==> config.mk <==
export PLATFORM = sky130hd
export DESIGN_NAME = xorshift128plus_generator_top_flat
export DESIGN_NICKNAME = d
export VERILOG_FILES = /design/src/rtl/core/xs128p_pkg.sv /design/src/rtl/core/xs128p_req_if.sv /design/src/rtl/core/xs128p_rsp_if.sv /design/src/rtl/core/xorshift128plus_generator_top.sv /design/src/flat_wrapper.sv
export SDC_FILE = /design/constraint.sdc
export NUM_CORES = 2
export LEC_CHECK = 0
export ABC_AREA = 1
export BUFFER_PORTS_ARGS = -buffer_cell sky130_fd_sc_hd__buf_2
export CORE_ASPECT_RATIO = 0.9
export CORE_MARGIN = 1.5
export CORE_UTILIZATION = 35
export CTS_BUF_LIST = sky130_fd_sc_hd__clkbuf_8
export DETAILED_ROUTE_END_ITERATION = 8
export HOLD_SLACK_MARGIN = 0.02
export PLACE_DENSITY = 0.52
export SLEW_MARGIN = 20
export SYNTH_ARGS = -nofsm -noshare
export SYNTH_HDL_FRONTEND = slang
export SYNTH_SLANG_ARGS = --single-unit
==> constraint.sdc <==
create_clock -name i_clk -period 10.6 [get_ports i_clk]
set_clock_uncertainty 0.05 [all_clocks]
set_input_delay 0.53 -clock i_clk [delete_from_list [all_inputs] [get_ports i_clk]]
set_output_delay 0.53 -clock i_clk [all_outputs]
set_load 0.01 [all_outputs]
==> src/rtl/core/xs128p_pkg.sv <==
// ----------------------------------------------------------------------------
// xs128p_pkg
// Shared widths, codes and constants of the xorshift128+ generator.
// ----------------------------------------------------------------------------
`default_nettype none

package xs128p_pkg;

    // field and register widths
    localparam int WORD_W    = 64;
    localparam int LIMIT_W   = 63;
    localparam int COUNT_W   = 6;
    localparam int REQ_W     = 2;
    localparam int CFG_IDX_W = 2;

    // request codes, the unused code acts as a raw draw
    localparam logic [REQ_W-1:0] REQ_RAW   = 2'd0;
    localparam logic [REQ_W-1:0] REQ_MASK  = 2'd1;
    localparam logic [REQ_W-1:0] REQ_BOUND = 2'd2;

    // configuration register indexes
    localparam logic [CFG_IDX_W-1:0] CFG_SEED_MODE   = 2'd0;
    localparam logic [CFG_IDX_W-1:0] CFG_SEED_FIRST  = 2'd1;
    localparam logic [CFG_IDX_W-1:0] CFG_SEED_SECOND = 2'd2;

    // murmur3 finalizer constants
    localparam logic [WORD_W-1:0] MIX_MUL_ONE = 64'hff51_afd7_ed55_8ccd;
    localparam logic [WORD_W-1:0] MIX_MUL_TWO = 64'hc4ce_b9fe_1a85_ec53;
    localparam int                MIX_SHIFT   = 33;
    localparam int                MIX_ROUNDS  = 3;
    localparam logic [WORD_W-1:0] SIGN_BIT    = 64'h8000_0000_0000_0000;

    // xorshift128+ shift amounts
    localparam int XS_SHIFT_A = 23;
    localparam int XS_SHIFT_B = 17;
    localparam int XS_SHIFT_C = 26;

    // one dividend bit per divider step
    localparam int DIV_STEPS = LIMIT_W;

    // sequencer states
    typedef enum logic [2:0] {
        ST_SEED,
        ST_MIX_XOR,
        ST_MIX_MUL,
        ST_IDLE,
        ST_DRAW,
        ST_DIV,
        ST_CHECK
    } t_state;

endpackage

`default_nettype wire

==> src/rtl/core/xs128p_req_if.sv <==
// ----------------------------------------------------------------------------
// xs128p_req_if
// Request channel: one word asks for one draw.
// ----------------------------------------------------------------------------
`default_nettype none

interface xs128p_req_if import xs128p_pkg::*; ();
    logic               valid;
    logic               ready;
    logic [REQ_W-1:0]   req_type;
    logic [LIMIT_W-1:0] bound_limit;
    logic [COUNT_W-1:0] bit_count;

    modport source (output valid, output req_type, output bound_limit, output bit_count,
                    input ready);
    modport sink   (input valid, input req_type, input bound_limit, input bit_count,
                    output ready);
endinterface

`default_nettype wire

==> src/rtl/core/xs128p_rsp_if.sv <==
// ----------------------------------------------------------------------------
// xs128p_rsp_if
// Result channel: one word carries one drawn value.
// ----------------------------------------------------------------------------
`default_nettype none

interface xs128p_rsp_if import xs128p_pkg::*; ();
    logic                     valid;
    logic                     ready;
    logic signed [WORD_W-1:0] draw_value;

    modport source (output valid, output draw_value, input ready);
    modport sink   (input valid, input draw_value, output ready);
endinterface

`default_nettype wire

==> src/rtl/core/xorshift128plus_generator_top.sv <==
// ----------------------------------------------------------------------------
// xorshift128plus_generator_top
// xorshift128+ generator with hashed or direct seeding and raw, masked
// or bounded draws, built around one small sequencer.
// ----------------------------------------------------------------------------
// usage
//   i_req  : request word (type, bound, bit count), taken when valid & ready
//   o_rsp  : one result word per request, held until the receiver takes it
//   i_cfg_*: register write port, any write to a known register reseeds
// draws and seeding
//   raw and masked draws: the request is registered, the draw state writes the
//   result to the output register, and the next request is taken after that
//   bounded draws: each attempt is 1 draw, 63 steps of the radix-2 remainder
//   unit and 1 acceptance check, redrawn on rejection (a zero bound returns the
//   draw shifted right by one); the next request is taken once a check accepts
//   hashed seeding: 2 x (3 xor + 2 x 3 multiply) steps on one 32x32 multiplier
// reset
//   control and seed registers clear to zero, the hashed seed sequence runs; i_req is
//   not ready until it completes
// stall
//   a result waits in the output register; the next request is accepted,
//   and its draw is held until the output register frees up
// ----------------------------------------------------------------------------
`default_nettype none

module xorshift128plus_generator_top import xs128p_pkg::*; (
    input  logic                 i_clk,
    input  logic                 i_rst_n,
    input  logic                 i_cfg_we,
    input  logic [CFG_IDX_W-1:0] i_cfg_idx,
    input  logic [WORD_W-1:0]    i_cfg_data,
    xs128p_req_if.sink           i_req,
    xs128p_rsp_if.source         o_rsp
);

    // control registers
    t_state               r_state, n_state;
    logic                 r_seed_mode;
    logic [WORD_W-1:0]    r_seed_first;
    logic [WORD_W-1:0]    r_seed_second;
    logic                 r_out_valid, n_out_valid;

    // payload registers
    logic [WORD_W-1:0]    r_gen_a, n_gen_a;
    logic [WORD_W-1:0]    r_gen_b, n_gen_b;
    logic [WORD_W-1:0]    r_mix, n_mix;
    logic [WORD_W-1:0]    r_acc, n_acc;
    logic [1:0]           r_round, n_round;
    logic [1:0]           r_phase, n_phase;
    logic                 r_word, n_word;
    logic [REQ_W-1:0]     r_req_type, n_req_type;
    logic [LIMIT_W-1:0]   r_limit, n_limit;
    logic [COUNT_W-1:0]   r_count, n_count;
    logic [WORD_W-1:0]    r_room, n_room;
    logic [LIMIT_W-1:0]   r_bits, n_bits;
    logic [LIMIT_W-1:0]   r_dvd, n_dvd;
    logic [LIMIT_W-1:0]   r_rem, n_rem;
    logic [COUNT_W-1:0]   r_div_cnt, n_div_cnt;
    logic [WORD_W-1:0]    r_out_data, n_out_data;

    // shared datapath signals
    logic                 cfg_hit;
    logic                 in_accept;
    logic                 out_free;
    logic [WORD_W-1:0]    mix_xor;
    logic [WORD_W-1:0]    mul_const;
    logic [31:0]          mul_a;
    logic [31:0]          mul_b;
    logic [WORD_W-1:0]    mul_p;
    logic [WORD_W-1:0]    mul_sum;
    logic [WORD_W-1:0]    xs_x;
    logic [WORD_W-1:0]    xs_next_b;
    logic [WORD_W-1:0]    xs_sum;
    logic [WORD_W-1:0]    draw_mask;
    logic [WORD_W-1:0]    div_trial;
    logic                 div_fits;
    logic [WORD_W-1:0]    chk_diff;
    logic                 bound_ok;

    assign cfg_hit   = i_cfg_we && (i_cfg_idx == CFG_SEED_MODE ||
                                    i_cfg_idx == CFG_SEED_FIRST ||
                                    i_cfg_idx == CFG_SEED_SECOND);
    assign in_accept = i_req.valid && i_req.ready;
    assign out_free  = !r_out_valid || o_rsp.ready;

    assign i_req.ready      = (r_state == ST_IDLE);
    assign o_rsp.valid      = r_out_valid;
    assign o_rsp.draw_value = r_out_data;

    // finalizer xor-shift step
    assign mix_xor = r_mix ^ (r_mix >> MIX_SHIFT);

    // shared 32x32 multiplier, low 64 bits of the 64x64 product over 3 phases
    assign mul_const = (r_round == 2'd0) ? MIX_MUL_ONE : MIX_MUL_TWO;
    assign mul_a     = (r_phase == 2'd1) ? r_mix[63:32] : r_mix[31:0];
    assign mul_b     = (r_phase == 2'd2) ? mul_const[63:32] : mul_const[31:0];
    assign mul_p     = WORD_W'(mul_a) * WORD_W'(mul_b);
    assign mul_sum   = r_acc + {mul_p[31:0], 32'd0};

    // xorshift128+ step
    assign xs_x      = r_gen_a ^ (r_gen_a << XS_SHIFT_A);
    assign xs_next_b = xs_x ^ r_gen_b ^ (xs_x >> XS_SHIFT_B) ^ (r_gen_b >> XS_SHIFT_C);
    assign xs_sum    = xs_next_b + r_gen_b;
    assign draw_mask = (WORD_W'(1) << r_count) - WORD_W'(1);

    // restoring remainder step
    assign div_trial = {r_rem, r_dvd[LIMIT_W-1]};
    assign div_fits  = (div_trial >= {1'b0, r_limit});

    // rejection check: bits - value must not exceed 2^63 - n
    assign chk_diff  = {1'b0, r_bits} - {1'b0, r_rem};
    assign bound_ok  = (chk_diff <= r_room);

    // next state
    always_comb begin
        n_state = r_state;
        unique case (r_state)
            ST_SEED: begin
                n_state = r_seed_mode ? ST_IDLE : ST_MIX_XOR;
            end
            ST_MIX_XOR: begin
                if (r_round == 2'(MIX_ROUNDS - 1)) begin
                    n_state = r_word ? ST_IDLE : ST_MIX_XOR;
                end else begin
                    n_state = ST_MIX_MUL;
                end
            end
            ST_MIX_MUL: begin
                if (r_phase == 2'd2) begin
                    n_state = ST_MIX_XOR;
                end
            end
            ST_IDLE: begin
                if (in_accept) begin
                    n_state = ST_DRAW;
                end
            end
            ST_DRAW: begin
                if (out_free) begin
                    if (r_req_type == REQ_BOUND && r_limit != '0) begin
                        n_state = ST_DIV;
                    end else begin
                        n_state = ST_IDLE;
                    end
                end
            end
            ST_DIV: begin
                if (r_div_cnt == COUNT_W'(DIV_STEPS - 1)) begin
                    n_state = ST_CHECK;
                end
            end
            ST_CHECK: begin
                if (!bound_ok) begin
                    n_state = ST_DRAW;
                end else if (out_free) begin
                    n_state = ST_IDLE;
                end
            end
            default: begin
                n_state = ST_SEED;
            end
        endcase
        // a register write restarts seeding
        if (cfg_hit) begin
            n_state = ST_SEED;
        end
    end

    // datapath and outputs
    always_comb begin
        n_gen_a    = r_gen_a;
        n_gen_b    = r_gen_b;
        n_mix      = r_mix;
        n_acc      = r_acc;
        n_round    = r_round;
        n_phase    = r_phase;
        n_word     = r_word;
        n_req_type = r_req_type;
        n_limit    = r_limit;
        n_count    = r_count;
        n_room     = r_room;
        n_bits     = r_bits;
        n_dvd      = r_dvd;
        n_rem      = r_rem;
        n_div_cnt  = r_div_cnt;
        n_out_data = r_out_data;
        n_out_valid = r_out_valid && !o_rsp.ready;
        unique case (r_state)
            ST_SEED: begin
                if (r_seed_mode) begin
                    n_gen_a = r_seed_first;
                    n_gen_b = r_seed_second;
                end else begin
                    n_mix   = (r_seed_first == '0) ? SIGN_BIT : r_seed_first;
                    n_round = 2'd0;
                    n_phase = 2'd0;
                    n_word  = 1'b0;
                end
            end
            ST_MIX_XOR: begin
                n_mix = mix_xor;
                if (r_round == 2'(MIX_ROUNDS - 1)) begin
                    n_round = 2'd0;
                    if (r_word) begin
                        n_gen_b = mix_xor;
                    end else begin
                        n_gen_a = mix_xor;
                        n_word  = 1'b1;
                    end
                end
            end
            ST_MIX_MUL: begin
                case (r_phase)
                    2'd0: begin
                        n_acc   = mul_p;
                        n_phase = 2'd1;
                    end
                    2'd1: begin
                        n_acc   = mul_sum;
                        n_phase = 2'd2;
                    end
                    default: begin
                        n_mix   = mul_sum;
                        n_phase = 2'd0;
                        n_round = r_round + 2'd1;
                    end
                endcase
            end
            ST_IDLE: begin
                if (in_accept) begin
                    n_req_type = i_req.req_type;
                    n_limit    = i_req.bound_limit;
                    n_count    = i_req.bit_count;
                    n_room     = SIGN_BIT - {1'b0, i_req.bound_limit};
                end
            end
            ST_DRAW: begin
                if (out_free) begin
                    n_gen_a = r_gen_b;
                    n_gen_b = xs_next_b;
                    case (r_req_type)
                        REQ_MASK: begin
                            n_out_data  = xs_sum & draw_mask;
                            n_out_valid = 1'b1;
                        end
                        REQ_BOUND: begin
                            if (r_limit == '0) begin
                                n_out_data  = {1'b0, xs_sum[WORD_W-1:1]};
                                n_out_valid = 1'b1;
                            end else begin
                                n_bits    = xs_sum[WORD_W-1:1];
                                n_dvd     = xs_sum[WORD_W-1:1];
                                n_rem     = '0;
                                n_div_cnt = '0;
                            end
                        end
                        default: begin
                            n_out_data  = xs_sum;
                            n_out_valid = 1'b1;
                        end
                    endcase
                end
            end
            ST_DIV: begin
                n_rem     = div_fits ? LIMIT_W'(div_trial - {1'b0, r_limit})
                                     : div_trial[LIMIT_W-1:0];
                n_dvd     = {r_dvd[LIMIT_W-2:0], 1'b0};
                n_div_cnt = r_div_cnt + COUNT_W'(1);
            end
            ST_CHECK: begin
                if (bound_ok && out_free) begin
                    n_out_data  = {1'b0, r_rem};
                    n_out_valid = 1'b1;
                end
            end
            default: begin
                n_out_valid = r_out_valid && !o_rsp.ready;
            end
        endcase
    end

    // control state and configuration
    always_ff @(posedge i_clk) begin
        if (!i_rst_n) begin
            r_state       <= ST_SEED;
            r_out_valid   <= 1'b0;
            r_seed_mode   <= 1'b0;
            r_seed_first  <= '0;
            r_seed_second <= '0;
        end else begin
            r_state     <= n_state;
            r_out_valid <= n_out_valid;
            if (i_cfg_we) begin
                case (i_cfg_idx)
                    CFG_SEED_MODE:   r_seed_mode   <= i_cfg_data[0];
                    CFG_SEED_FIRST:  r_seed_first  <= i_cfg_data;
                    CFG_SEED_SECOND: r_seed_second <= i_cfg_data;
                    default:         r_seed_mode   <= r_seed_mode;
                endcase
            end
        end
    end

    // payload
    always_ff @(posedge i_clk) begin
        r_gen_a    <= n_gen_a;
        r_gen_b    <= n_gen_b;
        r_mix      <= n_mix;
        r_acc      <= n_acc;
        r_round    <= n_round;
        r_phase    <= n_phase;
        r_word     <= n_word;
        r_req_type <= n_req_type;
        r_limit    <= n_limit;
        r_count    <= n_count;
        r_room     <= n_room;
        r_bits     <= n_bits;
        r_dvd      <= n_dvd;
        r_rem      <= n_rem;
        r_div_cnt  <= n_div_cnt;
        r_out_data <= n_out_data;
    end

    // a write to a known register always restarts seeding
    a_cfg_reseed: assert property (@(posedge i_clk) disable iff (!i_rst_n)
        cfg_hit |=> r_state == ST_SEED)
        else $error("register write did not restart seeding");

    // the remainder handed to the check is below the bound
    a_rem_range: assert property (@(posedge i_clk) disable iff (!i_rst_n)
        r_state == ST_CHECK |-> r_rem < r_limit)
        else $error("remainder not below bound");

    // a result word appears only from a draw or an accepted bounded check
    a_out_source: assert property (@(posedge i_clk) disable iff (!i_rst_n)
        $rose(r_out_valid) |-> ($past(r_state) == ST_DRAW || $past(r_state) == ST_CHECK))
        else $error("result word from unexpected state");

endmodule

`default_nettype wire
==> src/flat_wrapper.sv <==
// flat-port wrapper written by rule: the top's interface ports become plain ports
module xorshift128plus_generator_top_flat import xs128p_pkg::*;
  (i_clk, i_rst_n, i_cfg_we, i_cfg_idx, i_cfg_data, i_req_valid, i_req_req_type, i_req_bound_limit, i_req_bit_count, i_req_ready, o_rsp_valid, o_rsp_draw_value, o_rsp_ready);
  xs128p_req_if i_req_i ();
  xs128p_rsp_if o_rsp_i ();
  input  logic i_clk;
  input  logic i_rst_n;
  input  logic i_cfg_we;
  input  logic [CFG_IDX_W-1:0] i_cfg_idx;
  input  logic [WORD_W-1:0] i_cfg_data;
  input wire logic [$bits(i_req_i.valid)-1:0] i_req_valid;
  input wire logic [$bits(i_req_i.req_type)-1:0] i_req_req_type;
  input wire logic [$bits(i_req_i.bound_limit)-1:0] i_req_bound_limit;
  input wire logic [$bits(i_req_i.bit_count)-1:0] i_req_bit_count;
  output wire logic [$bits(i_req_i.ready)-1:0] i_req_ready;
  output wire logic [$bits(o_rsp_i.valid)-1:0] o_rsp_valid;
  output wire logic [$bits(o_rsp_i.draw_value)-1:0] o_rsp_draw_value;
  input wire logic [$bits(o_rsp_i.ready)-1:0] o_rsp_ready;
  assign i_req_i.valid = i_req_valid;
  assign i_req_i.req_type = i_req_req_type;
  assign i_req_i.bound_limit = i_req_bound_limit;
  assign i_req_i.bit_count = i_req_bit_count;
  assign i_req_ready = i_req_i.ready;
  assign o_rsp_valid = o_rsp_i.valid;
  assign o_rsp_draw_value = o_rsp_i.draw_value;
  assign o_rsp_i.ready = o_rsp_ready;
  xorshift128plus_generator_top u_core (.i_clk(i_clk), .i_rst_n(i_rst_n), .i_cfg_we(i_cfg_we), .i_cfg_idx(i_cfg_idx), .i_cfg_data(i_cfg_data), .i_req(i_req_i), .o_rsp(o_rsp_i));
endmodule
# Yosys cells after proc, flatten, opt, wreduce, memory -nomap -nowiden
# Cells that the tools add are included.
[op_classes] addsub=8 n_mul=1 magnitude_cmp=2 eq_ne=29 shifts=1 muxes=61 bitwise=8 reduce_logical=41
[op_table] op="64-bit two-way mux" n=14
[op_table] op="64-bit case mux with 3 select lines" n=3
[op_table] op="63-bit two-way mux" n=7
[op_table] op="64-bit case mux with 2 select lines" n=3
[op_table] op="63-bit case mux with 2 select lines" n=2
[op_table] op="64-bit adder" n=2
[op_table] op="64-bit bitwise XOR" n=2
[op_table] op="64-bit bitwise AND" n=1
[op_table] op="64-bit by 63-bit >= comparator with 1-bit output" n=1
[op_table] op="64-bit <= comparator" n=1
[op_table] op="64-bit logical NOT" n=1
[op_table] op="32-bit by 32-bit multiplier with 64-bit output" n=1
[op_table] op="32-bit two-way mux" n=2
[op_table] op="1-bit by 6-bit left shift with 64-bit output (first input constant)" n=1
[op_table] op="63-bit by 63-bit subtractor with 64-bit output" n=1
[op_table] op="64-bit by 2-bit subtractor with 64-bit output (second input constant)" n=1
[op_table] op="64-bit by 63-bit subtractor with 64-bit output (first input constant)" n=1
[op_table] op="64-bit by 31-bit bitwise XOR with 64-bit output" n=1
[op_table] op="64-bit by 38-bit bitwise XOR with 64-bit output" n=1
[op_table] op="64-bit by 47-bit bitwise XOR with 64-bit output" n=1
[op_table] op="63-bit logical NOT" n=1
[op_table] op="63-bit nonzero test" n=1
[op_table] op="63-bit subtractor" n=1
[op_table] op="62-bit two-way mux" n=1
[op_table] op="34 further kinds" n=100
[totals] reg_bits=788 inputBits=142 out_inout_bits=66 wordCells=172

# Longest topological paths before layout
[depth] ltp_word=9 depth_mapped=46

# Worst setup path before layout
# No wires, ideal clock.
[synth_path] path_kind="reg2reg" start="register u_core.r_phase[1]" end="register u_core.r_mix[62] (data pin)" setup_time_ns=0.266 t_arrival_ns=8.833 slack_ns=1.450 stages_incl_launch_ff=40 period_less_slack_ns=9.150 path_cell_list="edfxtp_1 > inv_1 > nor2_1 > inv_2 > clkbuf_1 > buf_1 > ha_1 > clkbuf_1 > clkbuf_1 > nor2_1 > fa_1 > inv_1 > fa_1 > inv_1 > fa_1 > inv_1 > fa_1 > inv_1 > [... 4 more ...] > fa_1 > fa_1 > ha_1 > nand2_1 > nor2_1 > inv_1 > o21ai_0 > a21oi_1 > o21ai_0 > xor2_1 > ha_1 > nand2_1 > nor3_1 > nor3b_1 > a221oi_1 > nand3b_1 > nand3_1 > o21ai_0"
[synth_via] elab_chain_len=6 elab_cells_between_ends=8
[synth_rtl] item="from (decl)" line_no="xorshift128plus_generator_top.sv:49" text="logic [1:0] r_phase, n_phase;"
[synth_rtl] item="from (signal assigned)" line_no="xorshift128plus_generator_top.sv:311" text="r_phase <= n_phase;"
[synth_rtl] item="2-bit by 1-bit == test with 1-bit output or 2-bit == test (tied branches)" line_no="xorshift128plus_generator_top.sv:95, xorshift128plus_generator_top.sv:96"
[synth_rtl] item="32-bit two-way mux, on equally long branches" line_no="xorshift128plus_generator_top.sv:95, xorshift128plus_generator_top.sv:96"
[synth_rtl] item="32-bit by 32-bit multiplier with 64-bit output *" line_no="xorshift128plus_generator_top.sv:97" text="assign mul_p = WORD_W'(mul_a) * WORD_W'(mul_b);"
[synth_rtl] item="64-bit adder *" line_no="xorshift128plus_generator_top.sv:98" text="assign mul_sum = r_acc + {mul_p[31:0], 32'd0};"
[synth_rtl] item="64-bit two-way mux *" line_no="xorshift128plus_generator_top.sv:213" text="case (r_phase)"
[synth_rtl] item="64-bit case mux with 3 select lines *" line_no="xorshift128plus_generator_top.sv:188" text="unique case (r_state)"
[synth_rtl] item="via u_core.n_mix[62]" line_no="xorshift128plus_generator_top.sv:46" text="logic [WORD_W-1:0] r_mix, n_mix;"
[synth_rtl] item="to (signal assigned)" line_no="xorshift128plus_generator_top.sv:308" text="r_mix <= n_mix;"
[synth_rtl] item="to (decl)" line_no="xorshift128plus_generator_top.sv:46"
# Mark *: on every way through the listed nets, which the timed path passes. The rest lies on a longest branch. The select of a mux whose other input is x is not followed.
# A chain may end at the register's enable or synchronous reset.

# Final worst setup path
[layout_path] start="register u_core.r_round[0]" end="register u_core.r_mix[63] (data pin)"
[layout_via] elab_chain_len=7
[layout_rtl] item="from (decl)" line_no="xorshift128plus_generator_top.sv:48" text="logic [1:0] r_round, n_round;"
[layout_rtl] item="from (signal assigned)" line_no="xorshift128plus_generator_top.sv:310" text="r_round <= n_round;"
[layout_rtl] item="2-bit logical NOT" line_no="xorshift128plus_generator_top.sv:94" text="assign mul_const = (r_round == 2'd0) ? MIX_MUL_ONE : MIX_MUL_TWO;"
[layout_rtl] item="62-bit two-way mux" line_no="xorshift128plus_generator_top.sv:94"
[layout_rtl] item="32-bit two-way mux" line_no="xorshift128plus_generator_top.sv:96" text="assign mul_b = (r_phase == 2'd2) ? mul_const[63:32] : mul_const[31:0];"
[layout_rtl] item="32-bit by 32-bit multiplier with 64-bit output" line_no="xorshift128plus_generator_top.sv:97"
[layout_rtl] item="64-bit adder" line_no="xorshift128plus_generator_top.sv:98"
[layout_rtl] item="64-bit two-way mux" line_no="xorshift128plus_generator_top.sv:213"
[layout_rtl] item="64-bit case mux with 3 select lines" line_no="xorshift128plus_generator_top.sv:188"
[layout_rtl] item="via u_core.n_mix[63]" line_no="xorshift128plus_generator_top.sv:46"
# The timed path passes the listed nets, and every way through them passes these cells. The select of a mux whose other input is x is not followed.

==> flow_summary.yaml <==
setup_path:
  startpoint_type: "register"
  path_common_cell: "fa_1"
  cp.arrival_ps: 10800
  cp_slowest_stage_delay_ps: 580
  end_kind: "register"
  cp_slowest_cell: "fa_1"
  crit_family: "adder cells"
  path_class: "reg -> reg"
  cp.required_ps: 11210
  cp_num_buf_inv: 11
  critPathMaxFanout: 6
grt:
  grt_use_total_pct: 32.0
  grt_start_max_net_pins: 97
  grt_pass1_wl_um: 561000
  grt_pass1_vias: 75600
  grt_overflow: 0
  antenna_found_initial: 13
place:
  port_buffers: 207
  post-place-ws_ps: 139
  place.gp.congestion: 0.987
  place_hpwl_um: 339000
sta:
  fmax_mhz: 98.2
  drv_slew: 0
  fin_crit_sh_pct: 96.1
  rsz0062_at_grt: "yes"
  worst_slack_ps: 417
  maxSlewHeadroom_pct: 18.8
  finalHoldViolations: 0
  max_slew.worst_pin.slew_ps: 1210
  layout_min_cycle_time_ps: 10180
  finalSetupViolCount: 0
yosys:
  seq_area_frac_synth_pct: 26.3
  synth-edff-count: 654
  synth_ff_type: "edfxtp_1"
  synth.area.top_cells: "edfxtp_1 (23%), fa_1 (20%), inv_1 (8.8%)"
  synthArstFlopShare_pct: 0
  synth_top_area_share_pct: 23.2
  synth.distinct_cells: 62
  yosys_warnings: 0
  yosysTopAreaCell: "edfxtp_1"
  syn_area_um2: 84800
  syn_nets: 12100
  avgSynthCellArea_um2: 8.10
  postSynthCellCount: 10500
  ys_ff_latch: 787
run:
  cap_violations: 0
cts:
  cts_max_level: 4
  cts_root_buf: "clkbuf_8"
  cts_sinks: 787
  cts_tree: "built"
  cts.clk_slew.worst_paths_ps: 70
  clockBufferDepth: 4
  numCtsBuffers: 146
  clk_latency_ps: 920
route:
  first_iter_violations: 8934
  drc: 0
  drt-vias-per-instance: 5.38
  wl_um: 398000
  vias: 77200
  wl_per_cell_um: 27.7
  first_pass_iters: 8
  ant_nets: 0
die:
  design.die.area_um2: 245000
  die_w_um: 522
  fp-row-count: 171
  die_h_um: 470
  io_pins: 208
  core_region_area_um2: 241000
  initial_core_util_pct: 35.2
finish:
  fillers: 25200
  seqCellArea_um2: 22300
  drive_gt1_share_pct: 7.82
  post-route-util_pct: 39.7
  area_delta_synth_final_pct: 12.9
  num-nets-final: 12600
  multi_input_area_um2: 54200
run_status:
  status: "finished, final reports clean"
hold_path:
  hold_path_class: "in -> reg"
[metrics by stage]
stage | cell area [um^2] | instances | hold slack [ps] | TNS (ps)
global route | 95600 | 14300 | 81.0 | -47.8
CTS | 95500 | 14300 | 38.7 | 0
detailed placement | 91400 | 13900 | 445 | 0
global placement | 91300 | 13900 | 436 | 0
finish | 95600 | 14300 | 72.9 | 0
floorplan | 84800 | 10500 | 408 | 0
[sequential cells by signal, indices dropped and copies added (netlist names)]
signal and count:
u_core.o_rsp.draw_value 64, u_core.o_rsp.valid 1, u_core.r_acc 64, u_core.r_bits 63, u_core.r_count 6, u_core.r_div_cnt 6, u_core.r_dvd 63, u_core.r_gen_a 64
u_core.r_gen_b 64, u_core.r_limit 62, u_core.r_mix 64, u_core.r_phase 2, u_core.r_rem 63, u_core.r_req_type 2, u_core.r_room 64, u_core.r_round 2
u_core.r_seed_first 64, u_core.r_seed_mode 1, u_core.r_seed_second 64, u_core.r_state 3, u_core.r_word 1
[worst min-delay path, stage by stage]
cell and delay, ps:
buf_4 270, o21ai_0 150, a21oi_1 50
[cell families after synthesis]
| family | Yosys count | synth area share (%) |
|---|---|---|
| compound gates | 1549 | 10.3 |
| xor+xnor | 470 | 4.86 |
| simple gates | 3947 | 19.3 |
| mux | 1 | 0.0118 |
| fa+ha+maj | 1453 | 29.1 |
| flops | 787 | 26.3 |
| buf+inv | 2260 | 10.1 |
[cell usage after synthesis, types with 9 or more instances]
master	count
a211oi_1	32
a21boi_0	15
a21o_1	43
a21oi_1	561
a221oi_1	9
a31oi_1	72
and2_1	20
buf_1	17
buf_2	26
clkbuf_1	194
dfxtp_1	133
edfxtp_1	654
fa_1	865
ha_1	588
inv_1	1992
inv_2	17
nand2_1	1838
nand3_1	383
nand3b_1	19
nand4_1	122
nor2_1	1321
nor2_2	15
nor3_1	95
nor4_1	62
o211ai_1	94
o21a_1	24
o21ai_0	564
o21ai_1	21
o21ai_2	9
o21bai_1	40
o221ai_1	30
o22ai_1	16
or2_2	29
xnor2_1	189
xor2_1	281
[final timing paths]
path,start,endpoint,slack (ps),cells past startpoint
max,u_core.r_round[0]$_SDFFCE_PN0P_,u_core.r_mix[63]$_DFFE_PP_,420,38
min reg2reg,u_core.r_seed_mode$_SDFFE_PN0P_,u_core.r_seed_mode$_SDFFE_PN0P_,450,2
min,i_rst_n,u_core.r_seed_first[22]$_SDFFE_PN0P_,70,3
max reg2reg,u_core.r_round[0]$_SDFFCE_PN0P_,u_core.r_mix[63]$_DFFE_PP_,420,38
[layout by cell type (no fill, tap or decap), types with 15 or more instances in the layout]
cell type,netlist,routed
inv_1,1992,2036
nand2_1,1838,1837
nor2_1,1321,1293
fa_1,865,865
edfxtp_1,654,654
ha_1,588,586
a21oi_1,561,559
o21ai_0,564,551
nand3_1,383,383
buf_4,6,312
xor2_1,281,280
buf_2,26,206
xnor2_1,189,189
clkbuf_8,0,157
dlygate4sd3_1,0,138
dfxtp_1,133,133
nand4_1,122,122
o211ai_1,94,94
nor3_1,95,92
a31oi_1,72,72
nor4_1,62,62
a21o_1,43,43
o21bai_1,40,40
a211oi_1,32,32
o221ai_1,30,30
or2_2,29,29
o21ai_1,21,27
nor2_2,15,27
o21a_1,24,24
nor2_4,6,22
and2_1,20,20
clkinv_2,0,19
nand3b_1,19,19
inv_2,17,18
clkinv_1,6,17
o21ai_2,9,16
o22ai_1,16,16
a21boi_0,15,15
[per-layer routing]
layer	track usage [%]	up-vias	routed length [um]
met2	44.8	3671	159000
met1	49.7	38400	190000
li1	-	34700	-
met4	8.69	2	12500
met5	0	-	12
met3	5.64	486	36300
[cell type report]
class,instances,area share (%)
repair buffers,662,5.10
diodes,10,0.0262
clock inverters,93,0.574
well taps,3200,4.19
inverters,2015,7.92
clock buffers,157,2.26
flip-flops and latches,787,23.3
multi-input cells,7420,56.6
[repair_timing]
action,CTS,global route
resized for setup,0,31
hold buffers,138,0
hold endpoints to repair,263,0
setup buffers,0,4
setup endpoints to repair,0,20
Power is left out: the tool's default activity adds up to more than one toggle a clock period on the data nets, which glitch-free logic cannot reach.
